**src/sv/acpi_power_state_sequencer_defines.svh**
```systemverilog
// Assertion macros for the power state sequencer RTL.
`ifndef ACPI_POWER_STATE_SEQUENCER_DEFINES_SVH
`define ACPI_POWER_STATE_SEQUENCER_DEFINES_SVH

`ifndef SYNTHESIS
// Same-cycle implication, checked outside reset.
`define APSS_ASSERT_NOW(label, clk, rst_n, ante, cons) \
    label: assert property (@(posedge clk) disable iff (!rst_n) (ante) |-> (cons)) \
        else $error("apss assertion failed");
// Next-cycle implication, checked outside reset.
`define APSS_ASSERT_NEXT(label, clk, rst_n, ante, cons) \
    label: assert property (@(posedge clk) disable iff (!rst_n) (ante) |=> (cons)) \
        else $error("apss assertion failed");
`else
`define APSS_ASSERT_NOW(label, clk, rst_n, ante, cons)
`define APSS_ASSERT_NEXT(label, clk, rst_n, ante, cons)
`endif

`endif

```
**src/sv/apss_pkg.sv**
```systemverilog
// Types, codes and helpers for the power state sequencer.
package apss_pkg;

    localparam int CNT_W   = 16;
    localparam int CODE_W  = 4;
    localparam int HOOK_W  = 3;
    localparam int RADIO_W = 2;
    localparam int IDX_W   = 2;
    localparam int IN_W    = 8;
    localparam int OUT_W   = 16;

    // Configuration register indexes
    localparam logic [IDX_W-1:0] REG_SPOK_WAIT   = 2'd0;
    localparam logic [IDX_W-1:0] REG_PWROK_DELAY = 2'd1;
    localparam logic [IDX_W-1:0] REG_RESET_PULSE = 2'd2;
    localparam logic [IDX_W-1:0] REG_G3_RAIL     = 2'd3;

    localparam logic [CNT_W-1:0] SPOK_WAIT_RST   = 16'd1000;
    localparam logic [CNT_W-1:0] PWROK_DELAY_RST = 16'd1;
    localparam logic [CNT_W-1:0] RESET_PULSE_RST = 16'd32;

    // Reported power state codes
    localparam logic [CODE_W-1:0] PS_G3   = 4'd0;
    localparam logic [CODE_W-1:0] PS_G3S5 = 4'd1;
    localparam logic [CODE_W-1:0] PS_S5   = 4'd2;
    localparam logic [CODE_W-1:0] PS_S5S3 = 4'd3;
    localparam logic [CODE_W-1:0] PS_S3   = 4'd4;
    localparam logic [CODE_W-1:0] PS_S3S0 = 4'd5;
    localparam logic [CODE_W-1:0] PS_S0   = 4'd6;
    localparam logic [CODE_W-1:0] PS_S0S3 = 4'd7;
    localparam logic [CODE_W-1:0] PS_S3S5 = 4'd8;
    localparam logic [CODE_W-1:0] PS_S5G3 = 4'd9;

    localparam logic [RADIO_W-1:0] RADIO_OFF     = 2'd0;
    localparam logic [RADIO_W-1:0] RADIO_SUSPEND = 2'd1;
    localparam logic [RADIO_W-1:0] RADIO_ON      = 2'd2;

    typedef enum logic [9:0] {
        ST_G3   = 10'b00_0000_0001,
        ST_G3S5 = 10'b00_0000_0010,
        ST_S5   = 10'b00_0000_0100,
        ST_S5S3 = 10'b00_0000_1000,
        ST_S3   = 10'b00_0001_0000,
        ST_S3S0 = 10'b00_0010_0000,
        ST_S0   = 10'b00_0100_0000,
        ST_S0S3 = 10'b00_1000_0000,
        ST_S3S5 = 10'b01_0000_0000,
        ST_S5G3 = 10'b10_0000_0000
    } state_t;

    typedef enum logic [HOOK_W-1:0] {
        HK_NONE     = 3'd0,
        HK_PREINIT  = 3'd1,
        HK_STARTUP  = 3'd2,
        HK_RESUME   = 3'd3,
        HK_SUSPEND  = 3'd4,
        HK_SHUTDOWN = 3'd5
    } hook_t;

    typedef struct packed {
        logic [CNT_W-1:0] spok_wait_ticks;
        logic [CNT_W-1:0] pwrok_delay_ticks;
        logic [CNT_W-1:0] reset_pulse_ticks;
        logic             g3_rail_control;
    } cfg_t;

    typedef struct packed {
        logic spok;
        logic vgate;
        logic sleep_s5_n;
        logic sleep_s3_n;
        logic power_up_request;
        logic shutdown_request;
        logic warm_reset_request;
        logic throttle_request;
    } item_t;

    typedef struct packed {
        logic [CODE_W-1:0]  sys_state;
        logic               resume_reset_n;
        logic               system_power_ok;
        logic               rail_enable;
        logic               button_pressed;
        logic               reset_line_n;
        logic               cpu_hot;
        hook_t              hook_event;
        logic [RADIO_W-1:0] radio_mode;
        logic               deep_sleep_ok;
    } result_t;

    function automatic logic [CODE_W-1:0] state_code(input state_t st);
        logic [CODE_W-1:0] code;
        case (st)
            ST_G3:   code = PS_G3;
            ST_G3S5: code = PS_G3S5;
            ST_S5:   code = PS_S5;
            ST_S5S3: code = PS_S5S3;
            ST_S3:   code = PS_S3;
            ST_S3S0: code = PS_S3S0;
            ST_S0:   code = PS_S0;
            ST_S0S3: code = PS_S0S3;
            ST_S3S5: code = PS_S3S5;
            ST_S5G3: code = PS_S5G3;
            default: code = PS_G3;
        endcase
        return code;
    endfunction

    // S3S0, S0 and S0S3 are the on states.
    function automatic logic is_on(input state_t st);
        return (st == ST_S3S0) || (st == ST_S0) || (st == ST_S0S3);
    endfunction

    // G3, G3S5, S5, S5S3, S3S5 and S5G3 are the off states; S3 is neither.
    function automatic logic is_off(input state_t st);
        return (st == ST_G3) || (st == ST_G3S5) || (st == ST_S5) ||
               (st == ST_S5S3) || (st == ST_S3S5) || (st == ST_S5G3);
    endfunction

endpackage

```
**src/sv/apss_cfg.sv**
```systemverilog
// Configuration register file of the power state sequencer.
module apss_cfg (
    input  logic                       clk,
    input  logic                       rst_n,
    input  logic                       cfg_valid,
    output logic                       cfg_ready,
    input  logic [apss_pkg::IDX_W-1:0] cfg_index,
    input  logic [apss_pkg::CNT_W-1:0] cfg_data,
    output apss_pkg::cfg_t             cfg
);
    import apss_pkg::*;

    cfg_t cfg_reg;
    cfg_t cfg_next;

    assign cfg_ready = 1'b1;
    assign cfg       = cfg_reg;

    always_comb
    begin
        cfg_next = cfg_reg;
        if (cfg_valid)
        begin
            case (cfg_index)
                REG_SPOK_WAIT:   cfg_next.spok_wait_ticks   = cfg_data;
                REG_PWROK_DELAY: cfg_next.pwrok_delay_ticks = cfg_data;
                REG_RESET_PULSE: cfg_next.reset_pulse_ticks = cfg_data;
                REG_G3_RAIL:     cfg_next.g3_rail_control   = cfg_data[0];
                default:         cfg_next = cfg_reg;
            endcase
        end
    end

    always_ff @(posedge clk or negedge rst_n)
    begin
        if (!rst_n)
        begin
            cfg_reg.spok_wait_ticks   <= SPOK_WAIT_RST;
            cfg_reg.pwrok_delay_ticks <= PWROK_DELAY_RST;
            cfg_reg.reset_pulse_ticks <= RESET_PULSE_RST;
            cfg_reg.g3_rail_control   <= 1'b1;
        end
        else
        begin
            cfg_reg <= cfg_next;
        end
    end

endmodule

```
**src/sv/apss_seq.sv**
```systemverilog
// Sequencer state, counters and pin state; advances one tick per step.
`include "acpi_power_state_sequencer_defines.svh"

module apss_seq (
    input  logic              clk,
    input  logic              rst_n,
    input  logic              step,
    input  apss_pkg::item_t   item,
    input  apss_pkg::cfg_t    cfg,
    output apss_pkg::result_t result
);
    import apss_pkg::*;

    state_t             state_reg,    state_next;
    logic               pending_reg,  pending_next;
    logic [CNT_W-1:0]   spok_cnt_reg, spok_cnt_next;
    logic [CNT_W-1:0]   pwr_cnt_reg,  pwr_cnt_next;
    logic [CNT_W-1:0]   rst_cnt_reg,  rst_cnt_next;
    logic               pwrok_reg,    pwrok_next;
    logic               rail_reg,     rail_next;
    logic               button_reg,   button_next;
    logic               rcin_reg,     rcin_next;
    logic               hot_reg,      hot_next;
    logic [RADIO_W-1:0] radio_reg,    radio_next;
    logic               dsleep_reg,   dsleep_next;
    hook_t              hook;
    logic [CNT_W-1:0]   spok_cnt_inc;
    logic               now_on;
    logic               now_up;

    assign spok_cnt_inc = spok_cnt_reg + 1'b1;
    assign now_on       = is_on(state_next);
    assign now_up       = !is_off(state_next);

    always_comb
    begin
        state_next    = state_reg;
        pending_next  = pending_reg;
        spok_cnt_next = spok_cnt_reg;
        pwr_cnt_next  = pwr_cnt_reg;
        rst_cnt_next  = rst_cnt_reg;
        pwrok_next    = pwrok_reg;
        rail_next     = rail_reg;
        button_next   = button_reg;
        rcin_next     = rcin_reg;
        hot_next      = hot_reg;
        radio_next    = radio_reg;
        dsleep_next   = dsleep_reg;
        hook          = HK_NONE;

        // power good: drops at once, rises after a steady delay
        if (!(item.vgate && item.spok))
        begin
            pwrok_next   = 1'b0;
            pwr_cnt_next = '0;
        end
        else if (!pwrok_reg)
        begin
            if (pwr_cnt_reg >= cfg.pwrok_delay_ticks)
            begin
                pwrok_next   = 1'b1;
                pwr_cnt_next = '0;
            end
            else
            begin
                pwr_cnt_next = pwr_cnt_reg + 1'b1;
            end
        end

        if ((state_reg == ST_S5) && pending_reg)
        begin
            button_next  = 1'b0;
            pending_next = 1'b0;
        end

        // G3S5 and S5G3 are off states, so dropping to G3 without rail
        // control never presses the button.
        case (state_reg)
            ST_G3:
            begin
                if (item.power_up_request)
                    state_next = ST_G3S5;
            end
            ST_G3S5:
            begin
                if (spok_cnt_reg == '0)
                begin
                    if (cfg.g3_rail_control)
                        rail_next = 1'b1;
                    hook = HK_PREINIT;
                end
                if (item.spok)
                begin
                    spok_cnt_next = '0;
                    state_next    = ST_S5;
                end
                else if (spok_cnt_inc >= cfg.spok_wait_ticks)
                begin
                    spok_cnt_next = '0;
                    if (cfg.g3_rail_control)
                        rail_next = 1'b0;
                    state_next = ST_G3;
                end
                else
                begin
                    spok_cnt_next = spok_cnt_inc;
                end
            end
            ST_S5:
            begin
                if (!item.spok)
                    state_next = ST_S5G3;
                else if (item.sleep_s5_n)
                    state_next = ST_S5S3;
            end
            ST_S5S3:
            begin
                if (!item.spok)
                    state_next = ST_S5G3;
                else
                begin
                    hook       = HK_STARTUP;
                    state_next = ST_S3;
                end
            end
            ST_S3:
            begin
                if (!item.spok)
                    state_next = ST_S5G3;
                else if (item.sleep_s3_n)
                    state_next = ST_S3S0;
                else if (!item.sleep_s5_n)
                    state_next = ST_S3S5;
            end
            ST_S3S0:
            begin
                if (!item.spok)
                    state_next = ST_S5G3;
                else
                begin
                    radio_next  = RADIO_ON;
                    hook        = HK_RESUME;
                    dsleep_next = 1'b0;
                    state_next  = ST_S0;
                end
            end
            ST_S0:
            begin
                if (!item.spok)
                    state_next = ST_S5G3;
                else if (!item.sleep_s3_n)
                    state_next = ST_S0S3;
            end
            ST_S0S3:
            begin
                hook        = HK_SUSPEND;
                radio_next  = RADIO_SUSPEND;
                dsleep_next = 1'b1;
                state_next  = ST_S3;
            end
            ST_S3S5:
            begin
                hook       = HK_SHUTDOWN;
                radio_next = RADIO_OFF;
                state_next = ST_S5;
            end
            ST_S5G3:
            begin
                if (cfg.g3_rail_control)
                    rail_next = 1'b0;
                state_next = ST_G3;
            end
            default:
            begin
                state_next = ST_G3;
            end
        endcase

        // requests are judged against the new state; shutdown and warm reset
        // act in any state that is not off (S3 included), throttle only when on
        if (item.shutdown_request && now_up)
        begin
            pending_next = 1'b1;
            button_next  = 1'b1;
        end

        if (now_on)
            hot_next = item.throttle_request;

        if (rst_cnt_reg != '0)
        begin
            rst_cnt_next = rst_cnt_reg - 1'b1;
            if (rst_cnt_next == '0)
                rcin_next = 1'b1;
        end
        if (item.warm_reset_request && now_up)
        begin
            rst_cnt_next = (cfg.reset_pulse_ticks != '0) ? cfg.reset_pulse_ticks
                                                          : CNT_W'(1);
            rcin_next    = 1'b0;
        end
    end

    always_comb
    begin
        result.sys_state       = state_code(state_next);
        result.resume_reset_n  = item.spok;
        result.system_power_ok = pwrok_next;
        result.rail_enable     = rail_next;
        result.button_pressed  = button_next;
        result.reset_line_n    = rcin_next;
        result.cpu_hot         = hot_next;
        result.hook_event      = hook;
        result.radio_mode      = radio_next;
        result.deep_sleep_ok   = dsleep_next;
    end

    always_ff @(posedge clk or negedge rst_n)
    begin
        if (!rst_n)
        begin
            state_reg    <= ST_G3;
            pending_reg  <= 1'b0;
            spok_cnt_reg <= '0;
            pwr_cnt_reg  <= '0;
            rst_cnt_reg  <= '0;
            pwrok_reg    <= 1'b0;
            rail_reg     <= 1'b0;
            button_reg   <= 1'b0;
            rcin_reg     <= 1'b1;
            hot_reg      <= 1'b0;
            radio_reg    <= RADIO_OFF;
            dsleep_reg   <= 1'b1;
        end
        else if (step)
        begin
            state_reg    <= state_next;
            pending_reg  <= pending_next;
            spok_cnt_reg <= spok_cnt_next;
            pwr_cnt_reg  <= pwr_cnt_next;
            rst_cnt_reg  <= rst_cnt_next;
            pwrok_reg    <= pwrok_next;
            rail_reg     <= rail_next;
            button_reg   <= button_next;
            rcin_reg     <= rcin_next;
            hot_reg      <= hot_next;
            radio_reg    <= radio_next;
            dsleep_reg   <= dsleep_next;
        end
    end

    // the reset line is low only while the pulse counter runs
    `APSS_ASSERT_NOW(a_rcin_cnt, clk, rst_n, !rcin_reg, rst_cnt_reg != '0)
    // a pending forced shutdown always holds the button
    `APSS_ASSERT_NOW(a_pend_btn, clk, rst_n, pending_reg, button_reg)
    // power good is never high with the delay counter running
    `APSS_ASSERT_NOW(a_pwrok_cnt, clk, rst_n, pwrok_reg, pwr_cnt_reg == '0)
    // the spok wait counter only runs in G3S5
    `APSS_ASSERT_NOW(a_spok_cnt, clk, rst_n, spok_cnt_reg != '0, state_reg == ST_G3S5)

endmodule

```
**src/sv/acpi_power_state_sequencer.sv**
```systemverilog
// Top level of the power state sequencer: stream ports, input and result stages.
//
//  channel | direction | handshake           | payload
//  --------+-----------+---------------------+--------------------------------------
//  s_*     | in        | s_tvalid / s_tready | s_tdata[7:0]: one tick of pin samples
//  m_*     | out       | m_tvalid / m_tready | m_tdata[15:0]: state and pin outputs
//  cfg_*   | in        | cfg_valid/cfg_ready | cfg_index[1:0], cfg_data[15:0]
//
// Each tick request passes an input and a result register; the step logic between
// them takes one request per cycle when not stalled. cfg_ready is always high;
// configuration must be written with no request in flight, which the block does
// not enforce. Reset puts the sequencer in G3 with the reset line high and deep
// sleep allowed. A stall on m_tready holds the result; the input register still
// takes one more request, so the source only stalls once both stages are full.
module acpi_power_state_sequencer (
    input  logic        clk,
    input  logic        rst_n,
    input  logic        s_tvalid,
    output logic        s_tready,
    // [0] spok, [1] vgate, [2] sleep_s5_n, [3] sleep_s3_n, [4] power_up_request,
    // [5] shutdown_request, [6] warm_reset_request, [7] throttle_request
    input  logic [7:0]  s_tdata,
    output logic        m_tvalid,
    input  logic        m_tready,
    // [3:0] sys_state, [4] resume_reset_n, [5] system_power_ok, [6] rail_enable,
    // [7] button_pressed, [8] reset_line_n, [9] cpu_hot, [12:10] hook_event,
    // [14:13] radio_mode, [15] deep_sleep_ok
    output logic [15:0] m_tdata,
    input  logic        cfg_valid,
    output logic        cfg_ready,
    input  logic [1:0]  cfg_index,
    input  logic [15:0] cfg_data
);
    import apss_pkg::*;

    cfg_t    cfg;
    item_t   item_reg;
    logic    in_valid_reg, in_valid_next;
    result_t res;
    result_t res_reg;
    logic    out_valid_reg, out_valid_next;
    logic    advance;
    logic    step;

    apss_cfg u_cfg (
        .clk       (clk),
        .rst_n     (rst_n),
        .cfg_valid (cfg_valid),
        .cfg_ready (cfg_ready),
        .cfg_index (cfg_index),
        .cfg_data  (cfg_data),
        .cfg       (cfg)
    );

    // result stage free or draining this cycle
    assign advance  = !out_valid_reg || m_tready;
    assign step     = in_valid_reg && advance;
    assign s_tready = !in_valid_reg || advance;

    assign in_valid_next  = s_tready ? s_tvalid : in_valid_reg;
    assign out_valid_next = step ? 1'b1 : (m_tready ? 1'b0 : out_valid_reg);

    always_ff @(posedge clk or negedge rst_n)
    begin
        if (!rst_n)
        begin
            in_valid_reg  <= 1'b0;
            out_valid_reg <= 1'b0;
        end
        else
        begin
            in_valid_reg  <= in_valid_next;
            out_valid_reg <= out_valid_next;
        end
    end

    // input payload
    always_ff @(posedge clk)
    begin
        if (s_tready && s_tvalid)
        begin
            item_reg.spok               <= s_tdata[0];
            item_reg.vgate              <= s_tdata[1];
            item_reg.sleep_s5_n         <= s_tdata[2];
            item_reg.sleep_s3_n         <= s_tdata[3];
            item_reg.power_up_request   <= s_tdata[4];
            item_reg.shutdown_request   <= s_tdata[5];
            item_reg.warm_reset_request <= s_tdata[6];
            item_reg.throttle_request   <= s_tdata[7];
        end
    end

    apss_seq u_seq (
        .clk    (clk),
        .rst_n  (rst_n),
        .step   (step),
        .item   (item_reg),
        .cfg    (cfg),
        .result (res)
    );

    // result payload
    always_ff @(posedge clk)
    begin
        if (step)
            res_reg <= res;
    end

    assign m_tvalid = out_valid_reg;
    assign m_tdata  = {res_reg.deep_sleep_ok, res_reg.radio_mode, res_reg.hook_event,
                       res_reg.cpu_hot, res_reg.reset_line_n, res_reg.button_pressed,
                       res_reg.rail_enable, res_reg.system_power_ok,
                       res_reg.resume_reset_n, res_reg.sys_state};

endmodule

```
**config.mk**
```make
export PLATFORM = sky130hd
export DESIGN_NAME = acpi_power_state_sequencer
export DESIGN_NICKNAME = d
export VERILOG_FILES = /design/src/sv/apss_pkg.sv /design/src/sv/apss_cfg.sv /design/src/sv/apss_seq.sv /design/src/sv/acpi_power_state_sequencer.sv
export VERILOG_INCLUDE_DIRS = /design/src /design/src/sv
export SDC_FILE = /design/constraint.sdc
export NUM_CORES = 1
export LEC_CHECK = 0
export ABC_AREA = 1
export BUFFER_PORTS_ARGS = -buffer_cell sky130_fd_sc_hd__clkbuf_2
export CAP_MARGIN = 20
export CORE_ASPECT_RATIO = 1.25
export CORE_MARGIN = 4
export CORE_UTILIZATION = 60
export CTS_CLUSTER_SIZE = 16
export DETAILED_ROUTE_END_ITERATION = 7
export PLACE_DENSITY = 0.76
export SETUP_SLACK_MARGIN = 0.15
export SLEW_MARGIN = 10
export SYNTH_ARGS = -nofsm -noshare
export SYNTH_HDL_FRONTEND = slang
export SYNTH_SLANG_ARGS = --single-unit
```
**constraint.sdc**
```tcl
create_clock -name clk -period 3.15 [get_ports clk]
set_input_delay 0.1575 -clock clk [delete_from_list [all_inputs] [get_ports clk]]
set_output_delay 0.1575 -clock clk [all_outputs]
set_load 0.005 [all_outputs]
```
Word level (Yosys, flattened, before mapping)

Index checks and enable logic that the tools add are counted.

Word-level logic and storage cells: 149
Output and inout bits: 19
Register bits after elaboration: 142
Input bits: 31

Order comparisons: 2
Reduce and logical (&&, ||, !) cells: 34
Eq/ne operators: 24
Muxes and demuxes: 50
$add $sub $neg: 3

Operators by type and width:

| kind                                                                    | count |
|---|---|
| 16-bit 2-to-1 mux                                                       | 8 |
| 10-bit 2-to-1 mux                                                       | 12 |
| 10-bit one-hot mux with 9 select lines                                  | 1 |
| 4-bit one-hot mux with 9 select lines                                   | 1 |
| 16-bit by 1-bit adder with 16-bit output (second input constant)        | 2 |
| 16-bit greater-or-equal comparator                                      | 2 |
| 16-bit logical NOT                                                      | 2 |
| 16-bit nonzero test                                                     | 2 |
| 1-bit 2-to-1 mux                                                        | 21 |
| 10-bit by 1-bit equality test with 1-bit output (second input constant) | 2 |
| 10-bit equality test (second input constant)                            | 2 |
| 10-bit by 2-bit equality test with 1-bit output (second input constant) | 2 |
| 10-bit by 3-bit equality test with 1-bit output (second input constant) | 2 |
| 10-bit by 4-bit equality test with 1-bit output (second input constant) | 2 |
| 10-bit by 5-bit equality test with 1-bit output (second input constant) | 2 |
| 10-bit by 6-bit equality test with 1-bit output (second input constant) | 2 |
| 10-bit by 7-bit equality test with 1-bit output (second input constant) | 2 |
| 10-bit by 8-bit equality test with 1-bit output (second input constant) | 2 |
| 10-bit by 9-bit equality test with 1-bit output (second input constant) | 2 |
| 2-bit AND reduction                                                     | 8 |
| 16-bit by 1-bit subtractor with 16-bit output (second input constant)   | 1 |
| 3-bit one-hot mux with 5 select lines                                   | 1 |
| 1-bit logical OR                                                        | 9 |
| 1-bit logical AND                                                       | 6 |
| 9 further kinds                                                         | 17 |

Depth between registers and ports, before layout

Gate-level depths: netlist of the first run.

Word-level depth: 15
Mapped depth: 20
Mapped depth without buffers: 20

Modules after synthesis

From an unflattened synthesis of the first run, not the netlist that was laid out.

Cell total of the unflattened synthesis: 1,123
Area total of the unflattened synthesis: 8,660.8 um^2

By module, submodules not included:

| module                     | seq. area each (um^2) | area each (um^2) | cells each | instances |
|---|---|---|---|---|
| apss_seq                   | 1,680.4               | 5,753.0          | 866        | 1 |
| apss_cfg                   | 1,237.4               | 2,092.0          | 221        | 1 |
| acpi_power_state_sequencer | 770.7                 | 815.8            | 36         | 1 |

Worst setup path before layout of the first run

OpenSTA, ideal clock, no wires.

Path kind: reg-to-reg
From: reg u_seq.spok_cnt_reg[0]
To: reg u_seq.spok_cnt_reg[15]
Setup time: 0.138 ns
Arrival time: 2.765 ns
Setup slack: 0.247 ns
Clock period less this slack: 2.903 ns
Stages on the path, launching flop included: 16
Cells stage by stage: dfrtp_1 -> ha_1 -> nand4_1 -> nor2_1 -> nand3_1 -> nor3_1 -> nand3_1 -> xor2_1 -> inv_1 -> ha_1 -> nand2_1 -> nor4_1 -> nand2_1 -> nand4_1 -> clkbuf_1 -> o22ai_1

Cells in the longest elaborated chain, start to end: 4

RTL lines:

| element                                      | RTL line        | text |
|---|---|---|
| start, declared                              | apss_seq.sv:16  | `logic [CNT_W-1:0] spok_cnt_reg, spok_cnt_next;` |
| start signal, assigned                       | apss_seq.sv:239 | `spok_cnt_reg <= spok_cnt_next;` |
| 16-bit by 1-bit adder with 16-bit output (*) | apss_seq.sv:31  | `assign spok_cnt_inc = spok_cnt_reg + 1'b1;` |
| 16-bit greater-or-equal comparator           | apss_seq.sv:97  | `else if (spok_cnt_inc >= cfg.spok_wait_ticks)` |
| 16-bit 2-to-1 mux (*)                        | apss_seq.sv:97  |  |
| 16-bit 2-to-1 mux (*)                        | apss_seq.sv:92  | `if (item.spok)` |

Mark *: on every way between the ends. The rest lies on a longest branch, timed or not.
A chain may end at the register's enable or synchronous reset.

==> metrics, run 1 <==
status completed; largest net degree at the start of global routing 50; CTS tree yes; row count 47; Commonest cells post-synth nand2_1 (258), inv_1 (148), dfrtp_1 (106), o21ai_0 (87), nor2_1 (73); crit-path cells buf_6 > nand3_4 > nor2_4 > nand2_2 > nor2_4 > nand3_2 > xor2_2 > inv_1 > ha_1 > nand2_2 > nor4_4 > nand2_2 > nand3_1 > o21ai_1 > nor3b_2 > nand2_1; Die Span X 112 um; largest delay contributor family on the critical path simple AND/OR/NAND/NOR gates; DR WL/cell 15.9 um; Placer Congestion 0.925; Core Area 0.0132 mm^2; Syn Std Cell Area 0.00812 mm^2; hold slack 0.00984 ns; clock-pin slew of the registers on the worst-case setup and hold paths 0.06 ns; peak supply drop 0.480 mV; H-Tree Level Count 4; Primary FF master, synth dfrtp_1; post-placement setup slack 0.0251 ns; worst path arrival time 3.18 ns; critical path class flop to flop; GRT overflow 0; Max Clock Skew 0.00770 ns; Final Instance Count excl. Fillers 1270; share of cells above drive strength 1 18.0%; TritonCTS Sinks 142; Mapped Nets 1077; Final Cycle Share 95.7%; post-synthesis cell count 1009; CTS Root Cell clkbuf_16; Final #Nets 1155; RSZ-0062 raised after global routing true; Area growth syn-to-layout 18.4%; cts bufs inserted 17; CP max-delay cell dfrtp_1; post-route ant nets 0; Bufs on Longest Clock Path 2; worst path bufs/invs 2; initial DRC count 479; I/O Buffers 48; Synth warnings 0; Die Y 138 um; placed insts 1211; global-route wire length before repair 32.8 mm; DRT Pass-1 Iters 5; max-cap violations 0; Post-Route WL 20.2 mm; final instance area 0.00961 mm^2; Distinct cells, synth 39; Worst Slack Setup Final 0.136 ns; Clk Latency, worst-skew pair 0.43 ns; syn_area_per_cell 8.05 um^2; most frequent CP cell nand2_2; relative slew slack 34.0%; die area 0.0155 mm^2; post-synthesis register bit count 142; vias in the first global route 7004; slowest stage delay, CP 0.37 ns; # fillers 966; setup TNS 0 ns; Post-synth EDFFs 24; antenna violations before repair 0; n_diodes 0; gr usage total 26.1%; leakage power 0.00491 uW; Final Hold Fails 0; top cell type by total area after synthesis dfrtp_1; Pins Over Slew Limit 0; Final min period 3.01 ns; WP data required 3.32 ns; CP endpoint kind flop; worst min-delay path category input pin to flop; Startpoint Class flop; synth top area cells dfrtp_1 (33%), nand2_1 (12%), edfxtp_1 (8.9%), inv_1 (6.8%), ha_1 (5.7%); FMAX 332 MHz; routed vias/inst 5.57; final setup vio count 0; # IOs 50; Final HPWL DP 13.5 mm; Slew @ Worst Pin 0.988 ns; area share of the largest cell type after synthesis 32.7%; vias 7079; max reg flops 49; power per standard cell area 779 mW/mm^2; dpl cell area 0.00852 mm^2; FFs w/ async S/R, synth 83.1%; CP Max Fanout 5; most numerous cell in the Yosys netlist nand2_1; Initial Util 61.4%; drc violations 0; Seq/Total Area, Yosys 45.4%
## report_power, final
part	switching [uW]	internal, uW
sequential	390	2320
combinational	1610	947
clock	789	1430
total	2790	4700
## metal layers
layer / track usage [%] / up-vias / routed length (um)
met1: 32.1 / 3369 / 8160
met5: 0 / - / 0
li1: - / 3417 / -
met4: 10.4 / 0 / 593
met2: 45.5 / 236 / 10300
met3: 4.68 / 57 / 1100
## area by class of cell
cell class / count / area [um^2] / area share, %
clock buffers: 22 / 495 / 5.15
clock inverters: 9 / 155 / 1.61
inverters: 154 / 586 / 6.09
multi-input cells: 688 / 3910 / 40.7
flip-flops and latches: 142 / 3690 / 38.4
well taps: 171 / 214 / 2.23
repair buffers: 84 / 561 / 5.83
## worst min-delay path, delay by kind of cell
family / cells / cell delay [ns]
and+or+nand+nor: 2 / 0.12
buffers and inverters: 2 / 0.12
## logic make-up after synthesis
logic type | Yosys count | synth area share (%)
simple gates | 480 | 27.9
buf+inv | 179 | 8.75
compound gates | 143 | 9.22
flops | 142 | 45.4
fa+ha+maj | 37 | 5.70
xor+xnor | 27 | 2.91
other cells | 1 | 0.0462
## stage by stage
| step | total power [uW] | util, % |
|---|---|---|
| 4_1_cts | 7320 | 71.2 |
| 2_1_floorplan | 4400 | - |
| 6_report | 7480 | 72.6 |
| 5_1_grt | 8000 | 72.6 |
| 3_3_place_gp | 4880 | 64.4 |
| 3_5_place_dp | 4970 | 64.4 |
## cells in the final DEF (no fill, tap or decap), drive strengths merged, types with 18 or more instances in the layout
cell type	n
edfxtp	24
ha	37
o21ai	87
dfrtp	106
a21oi	35
nand3	64
xor2	18
nand2	286
nor2	83
inv	154
buf	26
nand4	23
clkbuf	69
## timing repair
action,4_1_cts,5_1_grt
pin swaps,8,22
hold buffers,11,0
buffers inserted,13,4
hold endpoints to repair,55,0
gates resized for setup,10,35
setup endpoints to repair,22,23
## worst paths after layout
check / start / to / slack, ns / depth (start not counted)
max in group asynchronous: rst_n / u_cfg.cfg[17]$_DFFE_PN1P_ / 2.01 / 3
min in group asynchronous: rst_n / u_seq.pwr_cnt_reg[11]$_DFFE_PN0P_ / 0.31 / 2
hold reg to reg: u_seq.rcin_reg$_DFFE_PN1P_ / u_seq.rcin_reg$_DFFE_PN1P_ / 0.47 / 2
setup reg to reg: u_seq.spok_cnt_reg[0]$_DFFE_PN0P_ / m_tdata[0]$_DFFE_PP_ / 0.14 / 16
setup / recovery: u_seq.spok_cnt_reg[0]$_DFFE_PN0P_ / m_tdata[0]$_DFFE_PP_ / 0.14 / 16
hold / removal: m_tready / m_tvalid$_DFFE_PN0P_ / 0.01 / 4
Note: power is estimated with default switching activity, not from simulation.
==> run 2, diff against run 1 <==
Settings changed: CORE_MARGIN 4 to 2.
==> run 2 against run 1 <==
Against the previous run: design area decreased by 2.5%; utilization down 1.8 points; clock skew hardly changed; flip-flop and latch count stayed put; fmax up 2.1%; final cell count decreased by 0.71%; via count decreased by 4.3%; worst setup slack improved by 0.061 ns; non-clock buffer count down 11.
==> metrics, run 2 (synthesized netlist as in run 1, its figures left out) <==
max reg flops 49 (unchanged); hold slack 0.00921 ns (-0.000631 ns); Slew @ Worst Pin 0.990 ns (+0.00186 ns); max-cap violations 0 (unchanged); TritonCTS Sinks 142 (unchanged); worst min-delay path category input pin to flop; final instance area 0.00937 mm^2 (-2.5%); DRT Pass-1 Iters 5 (unchanged); Startpoint Class flop; Final Hold Fails 0 (unchanged); Worst Slack Setup Final 0.197 ns (+0.0609 ns); Initial Util 61.4% (unchanged); Area growth syn-to-layout 15.5%; Die Y 134 um (-2.9%); clock-pin slew of the registers on the worst-case setup and hold paths 0.06 ns (about the same); gr usage total 28.3% (+2.1 points); CTS Root Cell clkbuf_16; share of cells above drive strength 1 16.1% (-1.9 points); cts bufs inserted 17 (unchanged); initial DRC count 441 (-7.9%); WHS Path Cells 4 (unchanged); # fillers 1041 (+7.8%); vias 6775 (-4.3%); Clk Latency, worst-skew pair 0.43 ns (about the same); antenna violations before repair 1 (+1); die area 0.0145 mm^2 (-6.4%); DR WL/cell 15.1 um (-4.8%); Post-Route WL 19.1 mm (-5.5%); post-placement setup slack 0.00891 ns (-0.0162 ns); relative slew slack 33.8% (-0.12 points); Placer Congestion 0.932 (+0.81%); H-Tree Level Count 4 (unchanged); Final Cycle Share 93.7% (-1.9 points); power per standard cell area 758 mW/mm^2 (-2.6%); largest net degree at the start of global routing 46 (-8.0%); most frequent cells in the layout nand2_1 (255), inv_1 (147), dfrtp_1 (106); CP endpoint kind flop; worst path arrival time 3.12 ns (-0.06 ns); status completed; Die Span X 108 um (-3.6%); drc violations 0 (unchanged); final setup vio count 0 (unchanged); total power 7110 uW (-5.0%); Final #Nets 1144 (-0.95%); CTS tree yes; R2R depth 14 (-2); critical path class flop to flop; placed insts 1212 (+0.083%); vias in the first global route 6576 (-6.1%); Pins Over Slew Limit 0 (unchanged); peak supply drop 0.450 mV (-6.2%); dpl cell area 0.00852 mm^2 (about the same); FMAX 339 MHz (+2.1%); I/O Buffers 48 (unchanged); Core Area 0.0132 mm^2 (unchanged); post-route ant nets 0 (unchanged); RSZ-0062 raised after global routing true; Bufs on Longest Clock Path 2 (unchanged); GRT overflow 0 (unchanged); commonest non-fill, non-tap cell in the layout nand2_1; row count 47 (unchanged); WP data required 3.32 ns (about the same); Max Clock Skew 0.00809 ns (+0.000386 ns); Final min period 2.95 ns (-0.0609 ns); Final Instance Count excl. Fillers 1261 (-0.71%); leakage power 0.00481 uW (-1.9%); # IOs 50 (unchanged); Final HPWL DP 13.8 mm (+2.5%); routed vias/inst 5.37 (-3.6%); global-route wire length before repair 31.8 mm (-3.0%); CP Max Fanout 4 (-1)
==> run 2: changes by cell type in the layout (fill, tap and decap cells not counted), moves of 2 or more <==
cell and delta:
xor2_2 -5, clkbuf_8 -2, nor2_1 +2, clkinv_2 +2, buf_4 -9, nand2_2 -4, nand3_4 -2, clkinvlp_4 +2
nand2_1 +3, nand3_1 +3, clkbuf_1 +2, xor2_1 +5
==> run 2: metal layers <==
layer / vias up / global-route usage, % / share of wire (%)
li1: 3386 / - / -
met1: 3160 / 36.1 / 42
met2: 197 / 48.0 / 51
met3: 32 / 4.96 / 4.7
met4: 0 / 10.5 / 2.1
met5: - / 0 / 0
==> run 2: repair_timing <==
item	CTS	global route
gates cloned	0	0
hold buffers	10	0
buffers inserted	1	4
pin swaps	1	11
hold endpoints to repair	37	0
endpoints found under the setup margin	14	23
gates resized for setup	7	20
==> run 2: path summary, 6_finish.rpt <==
path	startpoint	endpoint	slack [ns]
max in group asynchronous	rst_n	u_seq.pwr_cnt_reg[12]$_DFFE_PN0P_	2.15
min reg2reg	u_seq.rcin_reg$_DFFE_PN1P_	u_seq.rcin_reg$_DFFE_PN1P_	0.48
min	m_tready	m_tvalid$_DFFE_PN0P_	0.009
min in group asynchronous	rst_n	u_seq.rst_cnt_reg[12]$_DFFE_PN0P_	0.22
max reg2reg	u_seq.spok_cnt_reg[0]$_DFFE_PN0P_	m_tdata[1]$_DFFE_PP_	0.20
max	u_seq.spok_cnt_reg[0]$_DFFE_PN0P_	m_tdata[1]$_DFFE_PP_	0.20
==> run 2: power breakdown <==
| group | leakage [uW] | total, uW | internal, uW | switching (uW) |
|---|---|---|---|---|
| clock network | 0.000283 | 2030 | 1260 | 768 |
| registers | 0.00168 | 2690 | 2320 | 374 |
| logic | 0.00285 | 2390 | 863 | 1530 |
==> run 2: worst max-delay path: stages, from the launching register on <==
cell	delay, ns
dfrtp_1	0.38
ha_2	0.21
nand4_1	0.12
buf_4	0.17
nor4_2	0.26
xor2_1	0.26
inv_1	0.08
ha_1	0.27
nand2_1	0.11
nor4_4	0.30
nand2_2	0.11
nand3_2	0.09
nand2_2	0.06
a21oi_2	0.17
nand4_1	0.10
==> run 2: per-stage QoR <==
step,util [%],setup TNS (ns)
2_1_floorplan,-,0
4_1_cts,69.8,0
6_report,70.8,0
3_5_place_dp,64.4,0
3_3_place_gp,64.4,0
5_1_grt,70.8,-0.0134
==> run 2: area by class of cell <==
class / count / area (um^2) / share of cell area (%)
timing repair buffer: 73 / 467 / 4.98
clock buffer: 21 / 450 / 4.81
antenna: 1 / 2.50 / 0.0267
multi-input combinational: 688 / 3820 / 40.8
sequential: 142 / 3690 / 39.3
tap: 171 / 214 / 2.28
inverter: 154 / 586 / 6.25
clock inverter: 11 / 141 / 1.51
==> run 3, diff against run 2 <==
Clock period 3.15 ns to 3.6 ns, I/O delays scaled along.
==> run 3 against run 2 <==
Against the previous run: critical path depth increased by 2; fmax decreased by 9.9%; non-clock buffer count decreased by 8; power decreased by 13%; largest power group unchanged; largest cell class unchanged; design area decreased by 1.3%; critical endpoint is now m_tdata[0]$_DFFE_PP_.
==> metrics, run 3 (synthesized netlist as in run 1, its figures left out) <==
most frequent cells in the layout nand2_1 (258), inv_1 (148), dfrtp_1 (105); Clk Latency, worst-skew pair 0.44 ns (about the same); Core Area 0.0132 mm^2 (unchanged); status completed; RSZ-0062 raised after global routing true; final setup vio count 0 (unchanged); CTS tree yes; total power 6220 uW (-13%); Final #Nets 1136 (-0.70%); largest net degree at the start of global routing 69 (+50%); Die Y 134 um (unchanged); Final min period 3.28 ns (+0.325 ns); cts bufs inserted 17 (unchanged); relative slew slack 34.7% (+0.84 points); DRT Pass-1 Iters 4 (-1); power per standard cell area 672 mW/mm^2 (-11%); final instance area 0.00925 mm^2 (-1.3%); vias 6740 (-0.52%); antenna violations before repair 0 (-1); Bufs on Longest Clock Path 2 (unchanged); leakage power 0.00477 uW (-0.95%); CP endpoint kind flop; Final Hold Fails 0 (unchanged); CTS Root Cell clkbuf_16; TritonCTS Sinks 142 (unchanged); Final HPWL DP 13.7 mm (-1.2%); Placer Congestion 0.912 (-2.1%); FMAX 305 MHz (-9.9%); Max Clock Skew 0.0187 ns (+0.0106 ns); Final Cycle Share 91.0% (-2.7 points); clock-pin slew of the registers on the worst-case setup and hold paths 0.06 ns (about the same); share of cells above drive strength 1 14.2% (-1.8 points); dpl cell area 0.00850 mm^2 (-0.26%); Clock power frac 29.8% (+1.3 points); Pint 3900 uW (-12%); peak supply drop 0.474 mV (+5.3%); Pins Over Slew Limit 0 (unchanged); Die Span X 108 um (unchanged); critical path class flop to flop; Initial Util 61.4% (unchanged); drc violations 0 (unchanged); # IOs 50 (unchanged); global-route wire length before repair 31.1 mm (-2.3%); max-cap violations 0 (unchanged); post-route ant nets 0 (unchanged); H-Tree Level Count 4 (unchanged); die area 0.0145 mm^2 (unchanged); row count 47 (unchanged); combinational power share 32.3% (-1.3 points); P_sw 2320 uW (-13%); Post-Route WL 18.8 mm (-1.3%); setup TNS 0 ns (unchanged); routed vias/inst 5.38 (+0.20%); WP data required 3.78 ns (+0.46 ns); GRT overflow 0 (unchanged); Startpoint Class flop; vias in the first global route 6497 (-1.2%); Area growth syn-to-layout 14.0%; DR WL/cell 15.0 um (-0.56%); commonest non-fill, non-tap cell in the layout nand2_1; Slew @ Worst Pin 0.977 ns (-0.0126 ns); initial DRC count 465 (+5.4%); n_diodes 0 (-1); Sw Share 37.2% (-0.33 points); I/O Buffers 48 (unchanged); worst path arrival time 3.46 ns (+0.34 ns); CP Max Fanout 6 (+2); max reg flops 49 (unchanged); worst min-delay path category input pin to flop; gr usage total 27.7% (-0.52 points); Flop pwr share 37.8% (about the same)
==> run 3: what timing repair did <==
item,CTS,global route
hold buffers,10,0
endpoints found under the hold margin,65,0
pin swaps,0,1
buffers inserted,0,1
endpoints found under the setup margin,2,15
resized for setup,1,5
==> run 3: power groups by stage <==
stage | clock network (uW) | logic [uW] | registers (uW)
finish | 1860 | 2010 | 2350
global route | 1940 | 2320 | 2400
CTS | 1860 | 2000 | 2340
detailed placement | 0 | 1960 | 2370
global placement | 0 | 1910 | 2350
floorplan | 0 | 1570 | 2280
==> run 3: cell type report <==
class                   instances  area, um^2
flip-flops and latches        142        3690
multi-input cells             688        3750
well taps                     171         214
repair buffers                 65         395
clock inverters                15         196
fillers                      1067        3980
clock buffers                  17         425
inverters                     154         586
==> run 3: routing by layer <==
layer	wire length, um	vias to the layer above	share of wire [%]	global-route usage, %
met1	8250	3158	44	35.5
met3	667	42	3.5	5.39
met2	9410	164	50	46.4
met5	0	-	0	0
li1	-	3376	-	-
met4	499	0	2.7	10.9
==> run 3: critical path: stages (launching register included) <==
cell and delay (ns):
dfrtp_2 0.40, ha_1 0.20, nand4_1 0.17, nor2_2 0.16, nand3_1 0.14, nor3_2 0.27, buf_4 0.16, xor2_1 0.18
inv_1 0.07, ha_1 0.27, nand2_1 0.09, o21ai_0 0.28, a21oi_2 0.14, nand3_1 0.11, o21ai_0 0.10, nor3b_1 0.19
nand2_1 0.07
==> run 3: through the flow <==
step / setup WS, ns / hold WS [ns] / util, % / std cells
6_report: 0.322 / 0.0113 / 69.9 / 1252
5_1_grt: 0.0102 / 0.0284 / 69.9 / 1252
3_5_place_dp: 0.272 / 0.356 / 64.2 / 1209
2_1_floorplan: 0.697 / -0.116 / - / 1009
4_1_cts: 0.180 / 0.0187 / 69.7 / 1251
3_3_place_gp: 0.327 / 0.353 / 64.2 / 1209
==> run 3: final timing paths <==
kind | from | endpoint | slack, ns | cells after the start
max | u_seq.spok_cnt_reg[0]$_DFFE_PN0P_ | m_tdata[0]$_DFFE_PP_ | 0.32 | 16
min | m_tready | m_tvalid$_DFFE_PN0P_ | 0.01 | 4
max reg2reg | u_seq.spok_cnt_reg[0]$_DFFE_PN0P_ | m_tdata[0]$_DFFE_PP_ | 0.32 | 16
min reg2reg | u_seq.rcin_reg$_DFFE_PN1P_ | u_seq.rcin_reg$_DFFE_PN1P_ | 0.48 | 2
max in group asynchronous | rst_n | u_seq.dsleep_reg$_DFFE_PN1P_ | 2.27 | 3
min in group asynchronous | rst_n | u_seq.rst_cnt_reg[10]$_DFFE_PN0P_ | 0.40 | 2
